### src/hw/rtl/ptua_pkg.sv
// ----------------------------------------------------------------------------
// ptua_pkg
// Shared widths, register indexes, reset values and stage structs for the
// palettized texture unswizzle address pipeline.
// ----------------------------------------------------------------------------
package ptua_pkg;

  localparam int COORD_W     = 10;  // pixel_x / pixel_y
  localparam int BYTE_ADDR_W = 20;  // byte_address
  localparam int CFG_W       = 4;   // widest configuration register
  localparam int CFG_IDX_W   = 2;
  localparam int LOG_W       = 4;   // size exponent registers
  localparam int SUM_LOG_W   = 5;   // width_log2 + height_log2
  localparam int PAGE_LOG2   = 7;   // 128x128 pages in the 4-bit format

  localparam int MAX_SIZE_LOG2_DEF = 10;

  localparam logic [CFG_IDX_W-1:0] REG_WIDTH_LOG2   = 2'd0;
  localparam logic [CFG_IDX_W-1:0] REG_HEIGHT_LOG2  = 2'd1;
  localparam logic [CFG_IDX_W-1:0] REG_PIXEL_FORMAT = 2'd2;

  localparam logic [LOG_W-1:0] WIDTH_LOG2_RESET  = 4'd7;
  localparam logic [LOG_W-1:0] HEIGHT_LOG2_RESET = 4'd7;

  typedef enum logic {
    FMT_IDX8 = 1'b0,
    FMT_IDX4 = 1'b1
  } pix_fmt_t;

  // Stage 1 -> stage 2 control and coordinate bits
  typedef struct packed {
    pix_fmt_t               fmt;
    logic [LOG_W-1:0]       shift;       // row pitch exponent used by the format
    logic [LOG_W-1:0]       vpl;         // log2 of vertical page count
    logic [SUM_LOG_W-1:0]   limit_log2;  // log2 of width * height
    logic                   nibble_high;
    logic [2:0]             ypos;        // row position inside a block
    logic [2:0]             xs;          // interleaved column
    logic [COORD_W-1:0]     x;
    logic [COORD_W-1:0]     y;
  } dec_t;

  // Stage 2 -> stage 3 control
  typedef struct packed {
    logic [SUM_LOG_W-1:0]   limit_log2;
    logic                   nibble_high;
  } merge_ctl_t;

endpackage

### src/hw/rtl/ptua_decode.sv
// ----------------------------------------------------------------------------
// ptua_decode
// Stage 1: clamp size exponents, split the coordinate and form the page number.
// ----------------------------------------------------------------------------
module ptua_decode #(
  parameter int MAX_SIZE_LOG2 = ptua_pkg::MAX_SIZE_LOG2_DEF,
  localparam int HPL_MAX = (MAX_SIZE_LOG2 > ptua_pkg::PAGE_LOG2) ?
                           (MAX_SIZE_LOG2 - ptua_pkg::PAGE_LOG2) : 0,
  localparam int PAGE_W  = HPL_MAX + 4
) (
  input  logic                               clk,
  input  logic                               en,
  input  logic [ptua_pkg::COORD_W-1:0]       pixel_x,
  input  logic [ptua_pkg::COORD_W-1:0]       pixel_y,
  input  logic [ptua_pkg::LOG_W-1:0]         width_log2,
  input  logic [ptua_pkg::LOG_W-1:0]         height_log2,
  input  ptua_pkg::pix_fmt_t                 pixel_format,
  output ptua_pkg::dec_t                     dec_q,
  output logic [PAGE_W-1:0]                  page_q
);
  import ptua_pkg::*;

  localparam logic [LOG_W-1:0] MAX_L  = LOG_W'(MAX_SIZE_LOG2);
  localparam logic [LOG_W-1:0] PAGE_L = LOG_W'(PAGE_LOG2);

  logic [LOG_W-1:0]  wl, hl, hpl, vpl;
  logic [2:0]        swap_sum;
  dec_t              dec_next;
  logic [PAGE_W-1:0] page_next;

  always_comb begin
    wl  = (width_log2  > MAX_L) ? MAX_L : width_log2;
    hl  = (height_log2 > MAX_L) ? MAX_L : height_log2;
    hpl = (wl > PAGE_L) ? (wl - PAGE_L) : '0;
    vpl = (hl > PAGE_L) ? (hl - PAGE_L) : '0;

    // columns swap by four on rows 2..5 of every eight
    swap_sum = pixel_y[2:0] + 3'd2;

    dec_next.fmt         = pixel_format;
    dec_next.shift       = (pixel_format == FMT_IDX8) ? wl : hl;
    dec_next.vpl         = vpl;
    dec_next.limit_log2  = SUM_LOG_W'(wl) + SUM_LOG_W'(hl);
    dec_next.nibble_high = (pixel_format == FMT_IDX4) && pixel_y[1];
    dec_next.ypos        = {pixel_y[3], pixel_y[2], pixel_y[0]};
    dec_next.xs          = pixel_x[2:0] + {swap_sum[2], 2'b00};
    dec_next.x           = pixel_x;
    dec_next.y           = pixel_y;

    page_next = (PAGE_W'(pixel_y[9:7]) << hpl) + PAGE_W'(pixel_x[9:7]);
  end

  always_ff @(posedge clk) begin
    if (en) begin
      dec_q  <= dec_next;
      page_q <= page_next;
    end
  end

endmodule

### src/hw/rtl/ptua_shift.sv
// ----------------------------------------------------------------------------
// ptua_shift
// Stage 2: build the pitch-scaled and unscaled address terms, shift by pitch.
// ----------------------------------------------------------------------------
module ptua_shift #(
  parameter int MAX_SIZE_LOG2 = ptua_pkg::MAX_SIZE_LOG2_DEF,
  localparam int HPL_MAX = (MAX_SIZE_LOG2 > ptua_pkg::PAGE_LOG2) ?
                           (MAX_SIZE_LOG2 - ptua_pkg::PAGE_LOG2) : 0,
  localparam int PAGE_W  = HPL_MAX + 4,
  localparam int ADDR_W  = 2 * MAX_SIZE_LOG2 + 12
) (
  input  logic                   clk,
  input  logic                   en,
  input  ptua_pkg::dec_t         dec,
  input  logic [PAGE_W-1:0]      page,
  output ptua_pkg::merge_ctl_t   ctl_q,
  output logic [ADDR_W-1:0]      scaled_q,
  output logic [ADDR_W-1:0]      low_q
);
  import ptua_pkg::*;

  logic [PAGE_W-1:0] page_row, page_col;
  logic [ADDR_W-1:0] high_term, scaled_next, low_next;
  merge_ctl_t        ctl_next;

  always_comb begin
    page_row = page >> dec.vpl;
    page_col = page & ((PAGE_W'(1) << dec.vpl) - PAGE_W'(1));

    // address = (high_term << pitch) + low_term, fields packed without overlap
    if (dec.fmt == FMT_IDX8) begin
      high_term = ADDR_W'({dec.y[9:4], dec.ypos, 1'b0});
      low_next  = ADDR_W'({dec.x[9:4], dec.xs, dec.x[3], dec.y[1]});
    end else begin
      high_term = ADDR_W'({page_row, dec.x[6:5], dec.ypos, 1'b0});
      low_next  = ADDR_W'({page_col, dec.y[6:4], dec.xs, dec.x[4:3]});
    end
    scaled_next = high_term << dec.shift;

    ctl_next.limit_log2  = dec.limit_log2;
    ctl_next.nibble_high = dec.nibble_high;
  end

  always_ff @(posedge clk) begin
    if (en) begin
      ctl_q    <= ctl_next;
      scaled_q <= scaled_next;
      low_q    <= low_next;
    end
  end

endmodule

### src/hw/rtl/ptua_merge.sv
// ----------------------------------------------------------------------------
// ptua_merge
// Stage 3: add the address terms, check the range and register the result.
// ----------------------------------------------------------------------------
module ptua_merge #(
  parameter int MAX_SIZE_LOG2 = ptua_pkg::MAX_SIZE_LOG2_DEF,
  localparam int ADDR_W = 2 * MAX_SIZE_LOG2 + 12
) (
  input  logic                               clk,
  input  logic                               en,
  input  ptua_pkg::merge_ctl_t               ctl,
  input  logic [ADDR_W-1:0]                  scaled,
  input  logic [ADDR_W-1:0]                  low,
  output logic [ptua_pkg::BYTE_ADDR_W-1:0]   byte_address,
  output logic                               nibble_high,
  output logic                               out_of_range
);
  import ptua_pkg::*;

  logic [ADDR_W-1:0] addr;

  assign addr = scaled + low;

  always_ff @(posedge clk) begin
    if (en) begin
      byte_address <= addr[BYTE_ADDR_W-1:0];
      nibble_high  <= ctl.nibble_high;
      out_of_range <= (addr >> ctl.limit_log2) != '0;
    end
  end

endmodule

### src/hw/rtl/palettized_texture_unswizzle_address.sv
// ----------------------------------------------------------------------------
// palettized_texture_unswizzle_address
// Maps a linear pixel coordinate to its byte address and nibble in a
// swizzled 8-bit or 4-bit palettized texture.
// ----------------------------------------------------------------------------
// Usage:
//   Input channel (in_valid / in_stall) carries pixel_x, pixel_y. Output
//   channel (out_valid / out_stall) carries byte_address, nibble_high and
//   out_of_range. A transaction completes on a clock edge with valid high
//   and stall low.
//   Configuration: pulse cfg_write with cfg_index / cfg_data while the pipe
//   is empty (0 = width_log2, 1 = height_log2, 2 = pixel_format).
//   Pipeline: three register stages (decode, shift, merge); the decode stage
//   loads on the input transaction edge, then the shift and merge stages
//   load in turn, and out_valid rises when the merge stage loads.
//   Throughput: one transaction per cycle while the output is not stalled,
//   with each stage taking new data as the stage after it moves on.
//   Stall: each stage holds only while the stage behind it is full and
//   stalled, so bubbles collapse; in_stall rises only when all three stages
//   hold data and out_stall is high.
//   Reset: rst clears all stage valid bits and loads width_log2 = 7,
//   height_log2 = 7, pixel_format = 8-bit.
// ----------------------------------------------------------------------------
module palettized_texture_unswizzle_address #(
  parameter int MAX_SIZE_LOG2 = ptua_pkg::MAX_SIZE_LOG2_DEF,
  localparam int HPL_MAX = (MAX_SIZE_LOG2 > ptua_pkg::PAGE_LOG2) ?
                           (MAX_SIZE_LOG2 - ptua_pkg::PAGE_LOG2) : 0,
  localparam int PAGE_W  = HPL_MAX + 4,
  localparam int ADDR_W  = 2 * MAX_SIZE_LOG2 + 12
) (
  input  logic                               clk,
  input  logic                               rst,
  // configuration
  input  logic                               cfg_write,
  input  logic [ptua_pkg::CFG_IDX_W-1:0]     cfg_index,
  input  logic [ptua_pkg::CFG_W-1:0]         cfg_data,
  // input channel
  input  logic                               in_valid,
  output logic                               in_stall,
  input  logic [ptua_pkg::COORD_W-1:0]       pixel_x,
  input  logic [ptua_pkg::COORD_W-1:0]       pixel_y,
  // output channel
  output logic                               out_valid,
  input  logic                               out_stall,
  output logic [ptua_pkg::BYTE_ADDR_W-1:0]   byte_address,
  output logic                               nibble_high,
  output logic                               out_of_range
);
  import ptua_pkg::*;

  // configuration registers
  logic [LOG_W-1:0] width_log2;
  logic [LOG_W-1:0] height_log2;
  pix_fmt_t         pixel_format;

  // stage valid bits; stage 3 valid is out_valid
  logic v1, v2;
  logic en1, en2, en3;

  dec_t              dec;
  logic [PAGE_W-1:0] page;
  merge_ctl_t        ctl;
  logic [ADDR_W-1:0] scaled, low;

  // Write configuration; an index past the list is dropped.
  always_ff @(posedge clk) begin
    if (rst) begin
      width_log2   <= WIDTH_LOG2_RESET;
      height_log2  <= HEIGHT_LOG2_RESET;
      pixel_format <= FMT_IDX8;
    end else if (cfg_write) begin
      case (cfg_index)
        REG_WIDTH_LOG2:   width_log2   <= cfg_data[LOG_W-1:0];
        REG_HEIGHT_LOG2:  height_log2  <= cfg_data[LOG_W-1:0];
        REG_PIXEL_FORMAT: pixel_format <= pix_fmt_t'(cfg_data[0]);
        default: ;
      endcase
    end
  end

  // Advance a stage when the one after it is empty or moving on.
  assign en3      = !out_valid || !out_stall;
  assign en2      = !v2 || en3;
  assign en1      = !v1 || en2;
  assign in_stall = !en1;

  always_ff @(posedge clk) begin
    if (rst) begin
      v1        <= 1'b0;
      v2        <= 1'b0;
      out_valid <= 1'b0;
    end else begin
      if (en1) v1        <= in_valid;
      if (en2) v2        <= v1;
      if (en3) out_valid <= v2;
    end
  end

  ptua_decode #(.MAX_SIZE_LOG2(MAX_SIZE_LOG2)) u_decode (
    .clk          (clk),
    .en           (en1 && in_valid),
    .pixel_x      (pixel_x),
    .pixel_y      (pixel_y),
    .width_log2   (width_log2),
    .height_log2  (height_log2),
    .pixel_format (pixel_format),
    .dec_q        (dec),
    .page_q       (page)
  );

  ptua_shift #(.MAX_SIZE_LOG2(MAX_SIZE_LOG2)) u_shift (
    .clk      (clk),
    .en       (en2 && v1),
    .dec      (dec),
    .page     (page),
    .ctl_q    (ctl),
    .scaled_q (scaled),
    .low_q    (low)
  );

  ptua_merge #(.MAX_SIZE_LOG2(MAX_SIZE_LOG2)) u_merge (
    .clk          (clk),
    .en           (en3 && v2),
    .ctl          (ctl),
    .scaled       (scaled),
    .low          (low),
    .byte_address (byte_address),
    .nibble_high  (nibble_high),
    .out_of_range (out_of_range)
  );

  // Hold input only when the whole pipe is full and the output stalls.
  a_stall_full: assert property (@(posedge clk) disable iff (rst)
    in_stall |-> (v1 && v2 && out_valid && out_stall))
    else $error("in_stall raised with room in the pipe");

  // An accepted transaction occupies stage 1 on the next cycle.
  a_accept_fills: assert property (@(posedge clk) disable iff (rst)
    (in_valid && !in_stall) |=> v1)
    else $error("accepted transaction lost at stage 1");

  // Draining the output with stage 2 empty leaves the output empty.
  a_drain: assert property (@(posedge clk) disable iff (rst)
    (out_valid && !out_stall && !v2) |=> !out_valid)
    else $error("result repeated after drain");

endmodule

### config.mk
export PLATFORM = sky130hd
export DESIGN_NAME = palettized_texture_unswizzle_address
export DESIGN_NICKNAME = d
export VERILOG_FILES = /design/src/hw/rtl/ptua_pkg.sv /design/src/hw/rtl/ptua_decode.sv /design/src/hw/rtl/ptua_shift.sv /design/src/hw/rtl/ptua_merge.sv /design/src/hw/rtl/palettized_texture_unswizzle_address.sv
export SDC_FILE = /design/constraint.sdc
export NUM_CORES = 1
export LEC_CHECK = 0
export ABC_CLOCK_PERIOD_IN_PS = 3000
export BUFFER_PORTS_ARGS = -buffer_cell sky130_fd_sc_hd__buf_2
export CAP_MARGIN = 10
export CORE_MARGIN = 8
export CORE_UTILIZATION = 55
export CTS_CLUSTER_DIAMETER = 40
export DETAILED_ROUTE_END_ITERATION = 8
export GPL_ROUTABILITY_DRIVEN = 0
export PLACE_DENSITY = 0.79
export SYNTH_ARGS = -nofsm -noshare
export SYNTH_HDL_FRONTEND = slang
export SYNTH_SLANG_ARGS = --single-unit
### constraint.sdc
create_clock -name clk -period 3 [get_ports clk]
set_input_delay 0.45 -clock clk [delete_from_list [all_inputs] [get_ports clk]]
set_output_delay 0.45 -clock clk [all_outputs]
set_load 0.01 [all_outputs]
==> results of run 1 <==
placed cells by master, fill, tap and decap left out, types with 20 or more instances in the layout:
master / instances
buf_4: 114
edfxtp_1: 112
nand2_1: 60
buf_2: 54
nor2_1: 53
inv_1: 45
a21oi_1: 38
o21ai_0: 32
mux2i_1: 32
and2_1: 20
registers in the layout, indices dropped and copies added (netlist names):
| signal | count |
|---|---|
| u_decode.dec_q | 35 |
| u_shift.scaled_q | 27 |
| u_merge.byte_address | 20 |
| u_shift.low_q | 15 |
| u_decode.page_q | 7 |
| u_shift.ctl_q | 6 |
| height_log2 | 4 |
| width_log2 | 4 |
| out_valid | 1 |
| pixel_format | 1 |
| u_merge.nibble_high | 1 |
| u_merge.out_of_range | 1 |
| v1 | 1 |
| v2 | 1 |
where the power goes:
part,switching (mW),internal (mW)
Clock,0.787,1.17
Combinational,0.593,0.505
Sequential,0.0991,2.02
Total,1.48,3.70
repair_timing:
item / 4_1_cts / 5_1_grt
gates resized for setup: 65 / 26
setup endpoints to repair: 4 / 9
setup buffers: 7 / 11
pin swaps: 40 / 30
layout make-up:
type | instances | area, um2
inverters | 48 | 180
flip-flops and latches | 124 | 3610
multi-input cells | 537 | 4160
clock buffers | 20 | 479
clock inverters | 12 | 93.8
well taps | 180 | 225
repair buffers | 169 | 1140
fillers | 877 | 3830
kinds of logic (layout without fill, tap and decap cells):
| group | after synthesis | count (layout) | share of synthesized area |
|---|---|---|---|
| buffers and inverters | 86 | 249 | 0.0451 |
| XOR/XNOR | 24 | 24 | 0.0286 |
| flip-flops | 124 | 124 | 0.474 |
| other | 1 | 1 | 0.000493 |
| multiplexers | 51 | 51 | 0.0730 |
| adder cells (fa/ha/maj) | 28 | 28 | 0.0490 |
| AND/OR/NAND/NOR | 246 | 246 | 0.162 |
| AO/OA/AOI/OAI | 187 | 187 | 0.168 |
per-stage QoR:
step	std cells	power, mW	utilization
after floorplan	747	2.69	-
after global placement	1040	3.01	0.635
after detailed placement	1040	3.05	0.635
after CTS	1079	5.09	0.707
after global routing	1090	5.34	0.721
final	1090	5.18	0.721
worst max-delay path by stage:
| stage | from | endpoint | slack, ns | cells past startpoint |
|---|---|---|---|---|
| after floorplan | u_shift.low_q[2] | u_merge.out_of_range | -0.08 | 12 |
| after global placement | u_shift.scaled_q[1] | u_merge.out_of_range | -0.18 | 14 |
| after detailed placement | u_shift.scaled_q[1] | u_merge.out_of_range | -0.38 | 14 |
| after CTS | u_shift.low_q[1] | u_merge.out_of_range | -0.12 | 14 |
| after global routing | u_shift.scaled_q[2] | u_merge.out_of_range | -0.39 | 11 |
| final | u_shift.scaled_q[1] | u_merge.out_of_range | -0.34 | 12 |
per-layer routing:
| layer | global-route usage | vias to the layer above | wire length (um) |
|---|---|---|---|
| met5 | 0 | - | 0 |
| met1 | 0.245 | 3177 | 7890 |
| met2 | 0.410 | 334 | 10800 |
| li1 | - | 3095 | - |
| met3 | 0.0471 | 99 | 1260 |
| met4 | 0.148 | 0 | 1210 |
==> flow_summary.json, run 1 <==
{
  "cp.arrival_ns": 3.49,
  "start_kind": "flip-flop",
  "worst_pin_slew_ns": 0.973,
  "holdPathStages": 1,
  "synth_top_cell_by_area": "edfxtp_1",
  "cp-end-kind": "flip-flop",
  "ff2ff_setup_slack_ns": -0.34,
  "netlist-cell-type-count": 70,
  "grt_first_pass_wirelength_um": 33000,
  "insertion_delay_ns": 0.42,
  "path_clk_slew_ns": 0.06,
  "postLayoutSetupSlackWorst_ns": -0.343,
  "tns_ns": -0.343,
  "critPathRequiredTime_ns": 3.15,
  "syn_inst": 747,
  "cts_tree": "built",
  "drtIter0Drc": 645,
  "avgSynthCellArea_um2": 10.2,
  "nets": 956,
  "numCtsBuffers": 17,
  "cts_hold_buffers": 0,
  "yosysTopAreaCellShare": 0.442,
  "ir_drop_mv": 0.444,
  "portBuffers": 54,
  "path_class": "flip-flop to flip-flop",
  "rsz0062_at_grt": "yes",
  "totalWireLength_um": 21100,
  "grt_max_degree": 49,
  "die_area_um2": 17800,
  "rows": 43,
  "r2r-start": "u_shift.scaled_q[1]",
  "path_cells": "ha_2 -> buf_4 -> a21o_1 -> and4_4 -> o211ai_1 -> a31oi_1 -> xnor2_1 -> mux2i_1 -> or3_1 -> a311o_1 -> nor4_2 -> o2111ai_1",
  "fmax_ghz": 0.299,
  "r2r-end": "u_merge.out_of_range",
  "yosys_warnings": 0,
  "worst_clock_skew_ns": 0.0111,
  "hold_path_class": "primary input to flip-flop",
  "antenna_cells": 0,
  "overflow": 0,
  "ios": 55,
  "synthToLayoutAreaGrowth_pct": 30.0,
  "crit_slowest_cell": "edfxtp_1",
  "ys.flop_type": "edfxtp_1",
  "grt_antenna_before_repair": 0,
  "hpwl_um": 13700,
  "powerDensity_nw_per_um2": 524,
  "period_share": 1.11,
  "yosysMostFrequentCell": "edfxtp_1",
  "cp_top_family": "compound AO/OA/AOI/OAI gates",
  "first_pass_iters": 6,
  "track_usage": 0.231,
  "num_vias": 6705,
  "max-cap-violations": 0,
  "crit_fanout": 6,
  "timing.slew.headroom": 0.350,
  "htreeDepth": 4,
  "timing.final.hold_violations": 0,
  "min_period_ns": 3.34,
  "drc": 0,
  "status": "finished with violations",
  "syn_nets": 806,
  "violations": "setup timing",
  "ys_ff_latch": 124,
  "synthTopCellsByArea": "edfxtp_1, mux2i_1, ha_1",
  "place_area_um2": 8710,
  "cts_sinks": 124,
  "finalSetupViolations": 1,
  "clockBufferDepth": 2,
  "root_buffer": "clkbuf_16",
  "viasPerCell": 6.15,
  "r2r.worst_path.cells": 12,
  "grt_pass1_vias": 6766,
  "synth_edf_count": 112,
  "die_x_um": 134,
  "cp.buffers_inverters": 1,
  "fin_area_um2": 9890,
  "whs_ns": 0.202,
  "worst_path_largest_cell_delay_ns": 0.39,
  "leakage_nw": 3.87,
  "core_area_um2": 13700,
  "drtAntennaViolNets": 0,
  "dp_slack_ns": -0.384,
  "synthArstFlopShare": 0,
  "routedWlPerCell_um": 19.4,
  "start_util": 0.554,
  "die_h_um": 134,
  "synthTopCellsByCount": "edfxtp_1, nand2_1, nor2_1",
  "netlist_area_um2": 7600,
  "min_from": "pixel_x[4]",
  "whs_endpoint": "u_decode.dec_q[14]",
  "maxSlewViolCount": 0,
  "drive_gt1_frac": 0.343,
  "yosysSeqAreaShare": 0.474
}
No activity file was read; power rests on OpenSTA's default activity.
==> run 2, diff against run 1 <==
--- a/config.mk
+++ b/config.mk
@@ -10,9 +10,11 @@
 export CAP_MARGIN = 10
 export CORE_MARGIN = 8
 export CORE_UTILIZATION = 55
+export CTS_BUF_LIST = sky130_fd_sc_hd__clkbuf_8
 export CTS_CLUSTER_DIAMETER = 40
 export DETAILED_ROUTE_END_ITERATION = 8
 export GPL_ROUTABILITY_DRIVEN = 0
+export HOLD_SLACK_MARGIN = 0.02
 export PLACE_DENSITY = 0.79
 export SYNTH_ARGS = -nofsm -noshare
 export SYNTH_HDL_FRONTEND = slang
==> flow_summary.json, run 2 (synthesis gave the netlist of run 1 again) <==
{
  "status": "finished with violations",
  "violations": "setup timing",
  "worst_path_largest_cell_delay_ns": 0.44,
  "internal_power_mw": 3.27,
  "hpwl_um": 13700,
  "switching_share": 0.300,
  "placedCellCount": 1040,
  "fin_area_um2": 9670,
  "maxSlewViolCount": 0,
  "leakage_nw": 3.77,
  "drt-met1-wl_um": 7740,
  "cts_hold_buffers": 0,
  "viasPerCell": 6.08,
  "antenna_cells": 0,
  "fin_util": 0.705,
  "nets": 951,
  "ios": 55,
  "wl_met3_um": 1190,
  "portBuffers": 54,
  "p_total_mw": 4.67,
  "insertion_delay_ns": 0.45,
  "cp.arrival_ns": 3.57,
  "die_area_um2": 17800,
  "place_area_um2": 8710,
  "critPathMostFrequentCell": "buf_4",
  "start_util": 0.554,
  "num_vias": 6600,
  "wl_met2_um": 10300,
  "hold_path_class": "primary input to flip-flop",
  "core_area_um2": 13700,
  "cts_sinks": 124,
  "final_cell_mix": "edfxtp_1, buf_4, nand2_1",
  "root_buffer": "clkbuf_8",
  "cp_top_family": "compound AO/OA/AOI/OAI gates",
  "timing.final.hold_violations": 0,
  "rows": 43,
  "die_x_um": 134,
  "cp-end-kind": "flip-flop",
  "numCtsBuffers": 17,
  "crit_fanout": 4,
  "worst_pin_slew_ns": 0.949,
  "reg_top3": "u_decode.dec_q x35, u_shift.scaled_q x27, u_merge.byte_address x20",
  "overflow": 0,
  "worst_clock_skew_ns": 0.0150,
  "switching_power_mw": 1.40,
  "finalSetupViolations": 1,
  "powerDensity_nw_per_um2": 483,
  "grt_max_degree": 49,
  "drtIter0Drc": 663,
  "layout_commonest_cell": "edfxtp_1",
  "start_kind": "flip-flop",
  "drive_gt1_frac": 0.338,
  "grt_antenna_before_repair": 0,
  "seq_power_share": 0.452,
  "nFillCells": 930,
  "crit_slowest_cell": "edfxtp_1",
  "dp_slack_ns": -0.384,
  "postLayoutSetupSlackWorst_ns": -0.288,
  "ir_drop_mv": 0.445,
  "min_from": "pixel_x[4]",
  "whs_ns": 0.170,
  "cts_tree": "built",
  "fmax_ghz": 0.304,
  "rsz0062_at_grt": "yes",
  "synthToLayoutAreaGrowth_pct": 27.1,
  "totalWireLength_um": 20200,
  "r2r-start": "u_shift.scaled_q[7]",
  "largest_register": "u_decode.dec_q",
  "min_period_ns": 3.29,
  "track_usage": 0.220,
  "grt_pass1_vias": 6582,
  "drtAntennaViolNets": 0,
  "maxUsedRoutingLayer": "met4",
  "timing.slew.headroom": 0.366,
  "die_h_um": 134,
  "path_cells": "ha_4 -> buf_4 -> and4_1 -> and2_1 -> o211ai_1 -> buf_4 -> a31oi_2 -> xnor2_2 -> buf_4 -> a221oi_4 -> o21ai_1 -> a31oi_1 -> nor4_2 -> o2111ai_1",
  "path_class": "flip-flop to flip-flop",
  "tns_ns": -0.288,
  "max-cap-violations": 0,
  "cp.buffers_inverters": 3,
  "clockBufferDepth": 2,
  "critPathRequiredTime_ns": 3.29,
  "stdcell_count": 1085,
  "grt_first_pass_wirelength_um": 31600,
  "largest_reg_flops": 35,
  "period_share": 1.10,
  "crit_start": "u_shift.scaled_q[7]",
  "htreeDepth": 4,
  "path_clk_slew_ns": 0.08,
  "routedWlPerCell_um": 18.6,
  "power.share.clock": 0.315,
  "comb_power_share": 0.233,
  "first_pass_iters": 6,
  "drc": 0
}
==> run 2: cell count changes in the layout (fill, tap and decap cells not counted), sizes merged <==
cell and change:
buf -5, bufinv +2, clkbuf -3, inv +1
==> run 2: routing by layer <==
metal / vias to the layer above / global-route usage
met2: 328 / 0.390
li1: 3078 / -
met4: 0 / 0.129
met1: 3103 / 0.237
met3: 91 / 0.0489
met5: - / 0
==> run 2: worst paths after layout <==
path / depth (start not counted) / slack, ns / endpoint
min: 1 / 0.17 / u_decode.dec_q[14]
min reg2reg: 0 / 0.43 / u_shift.ctl_q[4]
max reg2reg: 14 / -0.29 / u_merge.out_of_range
max: 14 / -0.29 / u_merge.out_of_range
==> run 2: cell type report <==
class	count	area, um2	share of cell area
clock buffer	17	234	0.0242
clock inverter	15	158	0.0163
inverter	48	180	0.0186
multi-input combinational	537	4150	0.430
sequential	124	3610	0.373
tap	180	225	0.0233
timing repair buffer	164	1110	0.115
==> run 2: worst reg2reg max path, delay by kind of cell, from the launching register on <==
| kind | cells | cell delay (ns) |
|---|---|---|
| AND/OR/NAND/NOR | 3 | 0.46 |
| XOR/XNOR | 1 | 0.16 |
| AO/OA/AOI/OAI | 6 | 1.28 |
| buffers and inverters | 3 | 0.48 |
| flip-flops | 1 | 0.44 |
| adder cells (fa/ha/maj) | 1 | 0.31 |
==> run 2: timing repair <==
item,in CTS,in global routing
endpoints found under the setup margin,4,8
pin swaps,29,12
gates resized for setup,58,29
buffers inserted,4,9
==> run 2: power by group through the flow <==
stage / clock (mW) / sequential, mW / combinational (mW)
finish: 1.47 / 2.11 / 1.09
global placement: 0 / 2.13 / 0.872
floorplan: 0 / 2.10 / 0.591
CTS: 1.49 / 2.11 / 0.995
global route: 1.56 / 2.12 / 1.17
detailed placement: 0 / 2.14 / 0.909
==> run 3, diff against run 2 <==
--- a/config.mk
+++ b/config.mk
@@ -5,7 +5,7 @@
 export SDC_FILE = /design/constraint.sdc
 export NUM_CORES = 1
 export LEC_CHECK = 0
-export ABC_CLOCK_PERIOD_IN_PS = 3000
+export ABC_CLOCK_PERIOD_IN_PS = 2700
 export BUFFER_PORTS_ARGS = -buffer_cell sky130_fd_sc_hd__buf_2
 export CAP_MARGIN = 10
 export CORE_MARGIN = 8
==> constraint.sdc (replaced) <==
create_clock -name clk -period 2.7 [get_ports clk]
set_input_delay 0.405 -clock clk [delete_from_list [all_inputs] [get_ports clk]]
set_output_delay 0.405 -clock clk [all_outputs]
set_load 0.01 [all_outputs]
==> flow_summary.json, run 3 (synthesis gave the netlist of run 1 again) <==
{
  "die_x_um": 134,
  "stdcell_count": 1119,
  "ios": 55,
  "drive_gt1_frac": 0.387,
  "grt_pass1_vias": 6885,
  "cp.arrival_ns": 3.50,
  "htreeDepth": 4,
  "violations": "setup timing",
  "final_cell_mix": "buf_4, edfxtp_1, nand2_1",
  "core_area_um2": 13700,
  "rows": 43,
  "max-cap-violations": 0,
  "rsz0062_at_grt": "yes",
  "powerDensity_nw_per_um2": 524,
  "nFillCells": 860,
  "path_clk_slew_ns": 0.07,
  "track_usage": 0.220,
  "grt_max_degree": 49,
  "overflow": 0,
  "period_share": 1.19,
  "layout_commonest_cell": "buf_4",
  "numCtsBuffers": 17,
  "largest_reg_flops": 35,
  "tns_ns": -0.523,
  "hold_path_class": "primary input to flip-flop",
  "largest_register": "u_decode.dec_q",
  "cts_tree": "built",
  "nets": 985,
  "placedCellCount": 1066,
  "synthToLayoutAreaGrowth_pct": 32.9,
  "timing.slew.headroom": 0.440,
  "drtAntennaViolNets": 0,
  "p_total_mw": 5.30,
  "timing.final.hold_violations": 0,
  "ff2ff_setup_slack_ns": -0.51,
  "die_area_um2": 17800,
  "reg_top3": "u_decode.dec_q x35, u_shift.scaled_q x27, u_merge.byte_address x20",
  "viasPerCell": 6.04,
  "worst_clock_skew_ns": 0.00966,
  "postLayoutSetupSlackWorst_ns": -0.510,
  "r2r-end": "u_merge.out_of_range",
  "r2r-start": "u_shift.low_q[2]",
  "hpwl_um": 14300,
  "path_class": "flip-flop to flip-flop",
  "min_from": "pixel_x[0]",
  "first_pass_iters": 5,
  "start_kind": "flip-flop",
  "holdPathStages": 1,
  "cp-end-kind": "flip-flop",
  "multi_input_area_um2": 4330,
  "ir_drop_mv": 0.292,
  "clockBufferDepth": 2,
  "routedWlPerCell_um": 18.3,
  "whs_endpoint": "u_decode.dec_q[10]",
  "root_buffer": "clkbuf_8",
  "start_util": 0.554,
  "insertion_delay_ns": 0.46,
  "worst_pin_slew_ns": 0.839,
  "grt_first_pass_wirelength_um": 31900,
  "crit_fanout": 6,
  "cts_sinks": 124,
  "antenna_cells": 0,
  "die_h_um": 134,
  "portBuffers": 54,
  "num_vias": 6757,
  "drc": 0,
  "r2r.worst_path.cells": 13,
  "min_period_ns": 3.21,
  "status": "finished with violations",
  "fmax_ghz": 0.311,
  "finalSetupViolations": 2,
  "leakage_nw": 3.97,
  "maxSlewViolCount": 0,
  "totalWireLength_um": 20400,
  "critPathRequiredTime_ns": 2.99,
  "ff_latch_area_um2": 3610,
  "grt_antenna_before_repair": 0,
  "drtIter0Drc": 605
}
## run 3: cell count changes in the layout (fill, tap and decap cells not counted), sizes merged
cell,delta
inv,-7
clkinvlp,+4
clkinv,+2
clkbuf,+1
buf,+34
## run 3: worst max-delay path, cell delays in order, from the launching register on
cell and delay (ns):
edfxtp_1 0.41, ha_1 0.31, a21o_1 0.17, and4_4 0.18
o211ai_1 0.28, buf_4 0.19, nand2_1 0.20, nor3_4 0.28
a21oi_2 0.07, a31o_2 0.26, a2111oi_2 0.37, buf_4 0.18
o31ai_2 0.06, o2111ai_1 0.09
## run 3: what timing repair did
item	in CTS	in global routing
hold buffers	0	0
pin swaps	31	29
gates cloned	0	0
resized for setup	71	57
setup buffers	6	15
setup endpoints to repair	11	14
## run 3: worst max path at each step
stage,from,end,slack [ns],cells after the start
detailed placement,u_shift.low_q[5],u_merge.out_of_range,-0.65,13
global route,u_shift.scaled_q[1],u_merge.out_of_range,-0.67,14
floorplan,u_shift.low_q[2],u_merge.out_of_range,-0.38,12
global placement,u_shift.scaled_q[1],u_merge.out_of_range,-0.53,14
CTS,u_shift.low_q[2],u_merge.out_of_range,-0.43,12
finish,u_shift.low_q[2],u_merge.out_of_range,-0.51,13
## run 3: area by class of cell
cell class | count | area share
timing repair buffer | 198 | 0.135
tap | 180 | 0.0223
sequential | 124 | 0.357
inverter | 48 | 0.0181
clock buffer | 18 | 0.0245
clock inverter | 14 | 0.0144
multi-input combinational | 537 | 0.428
## run 3: metal layers
| metal | part of all wire | GRT usage |
|---|---|---|
| met5 | 0 | 0 |
| met4 | 0.038 | 0.129 |
| met3 | 0.062 | 0.0584 |
| met2 | 0.52 | 0.390 |
| met1 | 0.38 | 0.229 |
## run 3: per-stage QoR
step | worst slack [ns] | util | cell area [um2] | hold WS [ns]
floorplan | -0.376 | - | 7710 | 0.400
global placement | -0.526 | 0.654 | 8970 | 0.402
detailed placement | -0.651 | 0.654 | 8970 | 0.406
CTS | -0.428 | 0.707 | 9700 | 0.0909
global route | -0.666 | 0.737 | 10100 | 0.0935
finish | -0.510 | 0.737 | 10100 | 0.126
## run 3: where the power goes
group          total (mW)  switching, mW  internal (mW)
Combinational        1.32          0.692          0.631
Clock                1.63          0.785          0.843
Sequential           2.34          0.101           2.24
